--- src/hdl/bctl_pkg.sv ---
package bctl_pkg;

    localparam int DEF_CACHE_SLOTS     = 16;
    localparam int DEF_MAX_BLOCK_BYTES = 4096;
    localparam int DEF_DEVICE_ID_BITS  = 8;

    localparam int DEV_W_MAX    = 16;
    localparam int BYTES_W      = 13;
    localparam int MAX_RESULTS  = 16;
    localparam int RES_CNT_W    = 5;
    localparam int SECTOR_SHIFT = 9;

    localparam logic [1:0] OP_LOOKUP     = 2'd0;
    localparam logic [1:0] OP_INSERT     = 2'd1;
    localparam logic [1:0] OP_INVALIDATE = 2'd2;
    localparam logic [1:0] OP_FLUSH      = 2'd3;

    typedef struct packed {
        logic                 valid;
        logic [1:0]           op;
        logic [DEV_W_MAX-1:0] dev;
        logic [31:0]          blk;
        logic [15:0]          cnt;
        logic                 all_blk;
        logic                 all_dev;
        logic [31:0]          now;
        logic                 found;
        logic                 free_found;
        logic                 min_found;
        logic [31:0]          min_tick;
        logic [RES_CNT_W-1:0] n;
    } t_req;

    typedef struct packed {
        logic                 valid;
        logic [DEV_W_MAX-1:0] dev;
        logic [31:0]          blk;
        logic [BYTES_W-1:0]   bytes;
    } t_emit;

endpackage

--- src/hdl/bctl_cell.sv ---
module bctl_cell #(
    parameter int SW       = 4,
    parameter int DEV_BITS = 8,
    parameter int IDX      = 0
) (
    input  logic            i_clk,
    input  logic            i_rst_n,
    input  logic            i_en,
    input  bctl_pkg::t_req  i_req,
    input  logic [SW-1:0]   i_hit_slot,
    input  logic [SW-1:0]   i_free_slot,
    input  logic [SW-1:0]   i_min_slot,
    output bctl_pkg::t_req  o_req,
    output logic [SW-1:0]   o_hit_slot,
    output logic [SW-1:0]   o_free_slot,
    output logic [SW-1:0]   o_min_slot,
    output bctl_pkg::t_emit o_emit,
    output logic [SW-1:0]   o_emit_slot,
    input  logic            i_wr,
    input  bctl_pkg::t_req  i_wr_req
);
    import bctl_pkg::*;

    localparam logic [SW-1:0] MY_SLOT = SW'(IDX);

    logic                r_valid, n_valid;
    logic                r_dirty, n_dirty;
    logic [DEV_BITS-1:0] r_dev;
    logic [31:0]         r_blk;
    logic [BYTES_W-1:0]  r_bytes;
    logic [31:0]         r_tick;
    logic                tick_wr;

    t_req          r_req, n_req;
    logic [SW-1:0] r_hit_slot, n_hit_slot;
    logic [SW-1:0] r_free_slot, n_free_slot;
    logic [SW-1:0] r_min_slot, n_min_slot;

    logic act, dev_eq, blk_eq;

    // The writeback offer depends only on the passing item and the stored entry,
    // not on the enable, so the chain enable can be derived from it; entry updates wait for the enable.
    always_comb begin
        act         = i_req.valid;
        dev_eq      = r_dev == i_req.dev[DEV_BITS-1:0];
        blk_eq      = r_blk == i_req.blk;
        n_req       = i_req;
        n_hit_slot  = i_hit_slot;
        n_free_slot = i_free_slot;
        n_min_slot  = i_min_slot;
        n_valid     = r_valid;
        n_dirty     = r_dirty;
        tick_wr     = 1'b0;
        o_emit      = '0;
        o_emit_slot = '0;
        if (act) begin
            case (i_req.op)
                OP_LOOKUP: begin
                    if (i_req.cnt != 16'd0 && !i_req.found && r_valid && dev_eq && blk_eq
                        && 16'(r_bytes) >= i_req.cnt) begin
                        tick_wr     = 1'b1;
                        n_req.found = 1'b1;
                        n_hit_slot  = MY_SLOT;
                    end
                end
                OP_INSERT: begin
                    if (!r_valid && !i_req.free_found) begin
                        n_req.free_found = 1'b1;
                        n_free_slot      = MY_SLOT;
                    end
                    if (r_tick < i_req.min_tick) begin
                        n_req.min_found = 1'b1;
                        n_req.min_tick  = r_tick;
                        n_min_slot      = MY_SLOT;
                    end
                end
                OP_INVALIDATE: begin
                    if (r_valid && dev_eq && (i_req.all_blk || blk_eq)) begin
                        n_valid = 1'b0;
                    end
                end
                default: begin
                    if (r_valid && r_dirty && (i_req.all_dev || dev_eq)
                        && i_req.n < RES_CNT_W'(MAX_RESULTS)) begin
                        o_emit.valid = 1'b1;
                        o_emit.dev   = DEV_W_MAX'(r_dev);
                        o_emit.blk   = r_blk;
                        o_emit.bytes = r_bytes;
                        o_emit_slot  = MY_SLOT;
                        n_dirty      = 1'b0;
                        n_req.n      = i_req.n + RES_CNT_W'(1);
                    end
                end
            endcase
        end
        if (!i_en) begin
            n_valid = r_valid;
            n_dirty = r_dirty;
            tick_wr = 1'b0;
        end
        if (i_wr) begin
            n_valid = 1'b1;
            n_dirty = 1'b1;
        end
    end

    always_ff @(posedge i_clk) begin
        if (!i_rst_n) begin
            r_valid     <= 1'b0;
            r_dirty     <= 1'b0;
            r_req.valid <= 1'b0;
        end else begin
            r_valid <= n_valid;
            r_dirty <= n_dirty;
            if (i_en) begin
                r_req <= n_req;
            end
        end
    end

    always_ff @(posedge i_clk) begin
        if (i_en) begin
            r_hit_slot  <= n_hit_slot;
            r_free_slot <= n_free_slot;
            r_min_slot  <= n_min_slot;
        end
        if (i_wr) begin
            r_dev   <= i_wr_req.dev[DEV_BITS-1:0];
            r_blk   <= i_wr_req.blk;
            r_bytes <= i_wr_req.cnt[BYTES_W-1:0];
            r_tick  <= i_wr_req.now;
        end else if (tick_wr) begin
            r_tick <= i_req.now;
        end
    end

    assign o_req       = r_req;
    assign o_hit_slot  = r_hit_slot;
    assign o_free_slot = r_free_slot;
    assign o_min_slot  = r_min_slot;

endmodule
--- config.mk ---
export PLATFORM = sky130hd
export DESIGN_NAME = bctl_cell
export DESIGN_NICKNAME = d
export VERILOG_FILES = /design/src/hdl/bctl_pkg.sv /design/src/hdl/bctl_cell.sv
export SDC_FILE = /design/constraint.sdc
export NUM_CORES = 1
export LEC_CHECK = 0
export BUFFER_PORTS_ARGS = -buffer_cell sky130_fd_sc_hd__buf_2
export CAP_MARGIN = 20
export CORE_AREA = 2 2 203 205
export CTS_BUF_LIST = sky130_fd_sc_hd__clkbuf_4 sky130_fd_sc_hd__clkbuf_8
export CTS_CLUSTER_SIZE = 12
export DETAILED_ROUTE_END_ITERATION = 10
export DIE_AREA = 0 0 205 207
export GPL_ROUTABILITY_DRIVEN = 0
export GPL_TIMING_DRIVEN = 0
export PLACE_DENSITY = 0.56
export REMOVE_ABC_BUFFERS = 1
export SLEW_MARGIN = 15
export SYNTH_ARGS = -nofsm -noshare
export SYNTH_HDL_FRONTEND = slang
export SYNTH_SLANG_ARGS = --single-unit
--- constraint.sdc ---
create_clock -name i_clk -period 13.6 [get_ports i_clk]
set_input_delay 2.04 -clock i_clk [delete_from_list [all_inputs] [get_ports i_clk]]
set_output_delay 2.04 -clock i_clk [all_outputs]
set_load 0.005 [all_outputs]
==> flow_summary.rst <==
.. list-table::
   :header-rows: 1

   * - Metric
     - Value
   * - Number of post-CTS setup repair buffers
     - 0
   * - Cell Rows
     - 74
   * - # port buffers
     - 448
   * - Routed wire length per instance
     - 17.75 µm
   * - Ys Warns
     - 0
   * - Total global routing overflow
     - 0
   * - Unrepaired setup endpoints after global routing
     - no
   * - Max-Cap Viols
     - 0
   * - Cell area after technology mapping
     - 10350 µm²
   * - Clock Root Buffer
     - clkbuf_8
   * - FMAX
     - 0.1602 GHz
   * - Area share of the largest cell type after synthesis
     - 0.6873
   * - Routed via count divided by cell count
     - 4.145
   * - Post-synthesis to final-layout area growth
     - 37.31%
   * - Maximum fanout count along the critical path
     - 49
   * - Max-slew headroom
     - 0.4669
   * - Number of nets still failing antenna checks after routing
     - 0
   * - DIE HEIGHT
     - 207 µm
   * - Clock tree from TritonCTS
     - built
   * - Critical path startpoint category
     - input port
   * - DPL Wire Length
     - 23.23 mm
   * - Sequential share of the synthesized area
     - 0.6931
   * - Met1 GRT Util
     - 0.1625
   * - Vias
     - 7009
   * - Drc violations
     - 0
   * - Post-Route Skew
     - 0.01889 ns
   * - Die outline area
     - 42440 µm²
   * - DRC violation total after the first TritonRoute iteration
     - 261
   * - Maximum number of pins on one net before global-route repair
     - 56
   * - Number of placed cells counting well taps
     - 1613
   * - Outcome
     - finished clean
   * - Worst setup margin
     - 7.357 ns
   * - Sinks on the clock net
     - 240
   * - Overall routing resource usage
     - 0.1380
   * - FFs w/ async S/R, synth
     - 0
   * - Clock-pin slew of the registers on the worst-case setup and hold paths
     - 0.06 ns
   * - Lkg Pwr
     - 6.220 nW
   * - Hold/Removal Path Class
     - reg2reg
   * - Time the worst path needs with I/O delays and setup
     - 6.243 ns
   * - Worst Path Required
     - 11.56 ns
   * - Post-synth EDFFs
     - 237
   * - Total wire length
     - 30.01 mm
   * - Final Core Density
     - 0.3522
   * - Post-synth top flop
     - edfxtp_1
   * - Number of global-route vias before repair
     - 7290
   * - Area leader, netlist
     - edfxtp_1
   * - Hold violation total from the final report
     - 0
   * - Number of buffers created by CTS
     - 43
   * - Total Negative Setup Slacks
     - 0 ns
   * - Worst-case setup slack after placement
     - 7.262 ns
   * - Cell types occupying the most area after synthesis
     - edfxtp_1 69%, ha_1 5.4%, mux2_2 4.3%, and2_1 3.5%, xor2_1 3.5%
   * - Setup crit end kind
     - primary output
   * - Worst-Skew Late Latency
     - 0.57 ns
   * - Cell Pwr Density
     - 125.4 nW/µm²
   * - Setup-failing EPs final
     - 0
   * - Fraction of layout instances using a drive strength above 1
     - 0.5104
   * - Grt met3 use
     - 0.04547
   * - Slew at the pin closest to its max-slew limit
     - 0.7923 ns
   * - Highest-count cells in the layout ignoring fill and taps
     - 447 x buf_2, 237 x edfxtp_1, 57 x and2_1, 46 x clkbuf_8
   * - Final-stage net count
     - 1469
   * - Cell Count, Final, Fillers Out
     - 1691
   * - Layout fillers
     - 4045
   * - Final cycle utilization of the critical path
     - 0.4591
   * - Width of the die
     - 205 µm
   * - GR Util met2
     - 0.2323
   * - Number of primary I/O pins
     - 517
   * - Crit path arrival time
     - 4.20 ns
   * - H-tree lvl count
     - 2
   * - Total of flip-flops plus latches after synthesis
     - 240
   * - Most common cell after layout, fill and taps aside
     - buf_2
   * - Fin. max-slew vios
     - 0
   * - Maximum clock path buffer count
     - 3
   * - Top Usage Layer GRT
     - met2
   * - Initial Utilization
     - 0.2565
   * - Resized Gates After CTS
     - 0
   * - Post-layout power
     - 1.783 mW
   * - Core Box Area
     - 40370 µm²
   * - Drt first pass iters
     - 4
   * - Post-synthesis cell count
     - 640
   * - Global-route wire length before repair
     - 44.09 mm
   * - Mean post-synth cell area
     - 16.18 µm²
   * - Distinct cell type count of the synthesized netlist
     - 50
   * - Setup Crit Path Kind
     - in2out
   * - Number of antenna violations at the first check in global routing
     - 5
   * - Worst IR Drop VDD
     - 0.05878 mV
   * - Hold-fix buffers, CTS
     - 0
[final timing paths]
check               endpoint  slack (ns)       start  cells after the start
setup reg to reg   r_tick[0]       10.47   r_blk[31]                      7
hold / removal    o_req[140]        0.47  o_req[140]                      2
setup / recovery  o_emit[20]        7.36  i_req[129]                      8
hold reg to reg   o_req[140]        0.47  o_req[140]                      2
[state kept, by name, summed over array words and instances (netlist names)]
register,count
r_dev,8
o_free_slot,4
r_tick,32
o_hit_slot,4
r_bytes,13
r_dirty,1
o_req,141
r_valid,1
r_blk,32
o_min_slot,4
[critical path, cell delays in order]
cell and delay [ns]:
buf_2 0.12, xor2_1 0.15, nor4_1 0.71, a21o_1 0.24
and3_2 0.37, buf_12 0.24, and2_1 0.16, buf_2 0.12
[metal layers]
layer	vias up	wire length, µm
met2	298	14590
met3	60	2466
met4	2	832
met5	-	13
met1	3315	12110
li1	3334	-
[power breakdown]
part           internal (mW)  switching, mW  leakage, nW
Sequential             0.874         0.0205         2.29
Combinational         0.0887         0.0915         3.46
Clock                  0.408          0.301        0.469
Total                   1.37          0.413         6.22
[through the flow]
step	cell area, µm²	hold slack (ns)
2_1_floorplan	10220	0.4599
3_3_place_gp	13130	0.4567
3_5_place_dp	13330	0.4629
4_1_cts	14210	0.4729
5_1_grt	14220	0.4945
6_report	14220	0.4688
[synth_stat cells, types with 2 or more instances]
master / n
edfxtp_1: 237
and2_1: 58
ha_1: 45
inv_1: 45
xor2_1: 41
mux2_2: 40
mux2_4: 20
a21oi_1: 14
buf_4: 13
nand2_1: 13
nor4_1: 12
nand4_1: 11
nor2_1: 10
nor2b_1: 9
nand3_1: 7
o21ai_0: 6
clkbuf_1: 5
mux2_1: 5
a21o_1: 4
nor3_1: 4
buf_1: 3
dfxtp_1: 3
o211ai_1: 3
o21bai_1: 3
buf_8: 2
nand2b_1: 2
xnor2_1: 2
[area by class of cell]
cell class / instances / area (µm²) / area share
multi-input combinational: 341 / 2892 / 0.2034
clock buffer: 61 / 745.7 / 0.05245
inverter: 45 / 168.9 / 0.01188
clock inverter: 14 / 136.4 / 0.009592
antenna: 3 / 7.507 / 0.0005280
sequential: 240 / 7177 / 0.5048
timing repair buffer: 455 / 2426 / 0.1706
tap: 532 / 665.6 / 0.04681
[cell families (layout without fill, tap and decap cells)]
| kind of cell | after synthesis | count (layout) | share of synthesized area |
|---|---|---|---|
| and+or+nand+nor | 134 | 134 | 0.07673 |
| AOI/OAI and AO/OA | 42 | 42 | 0.02803 |
| xor gates and xnor gates | 43 | 43 | 0.03637 |
| adders and majority gates | 45 | 45 | 0.05437 |
| muxes | 65 | 65 | 0.07794 |
| buffers and inverters | 70 | 575 | 0.03311 |
| DFF | 240 | 240 | 0.6931 |
| other | 1 | 15 | 0.0003621 |
Power figures use the tool's default switching activity.
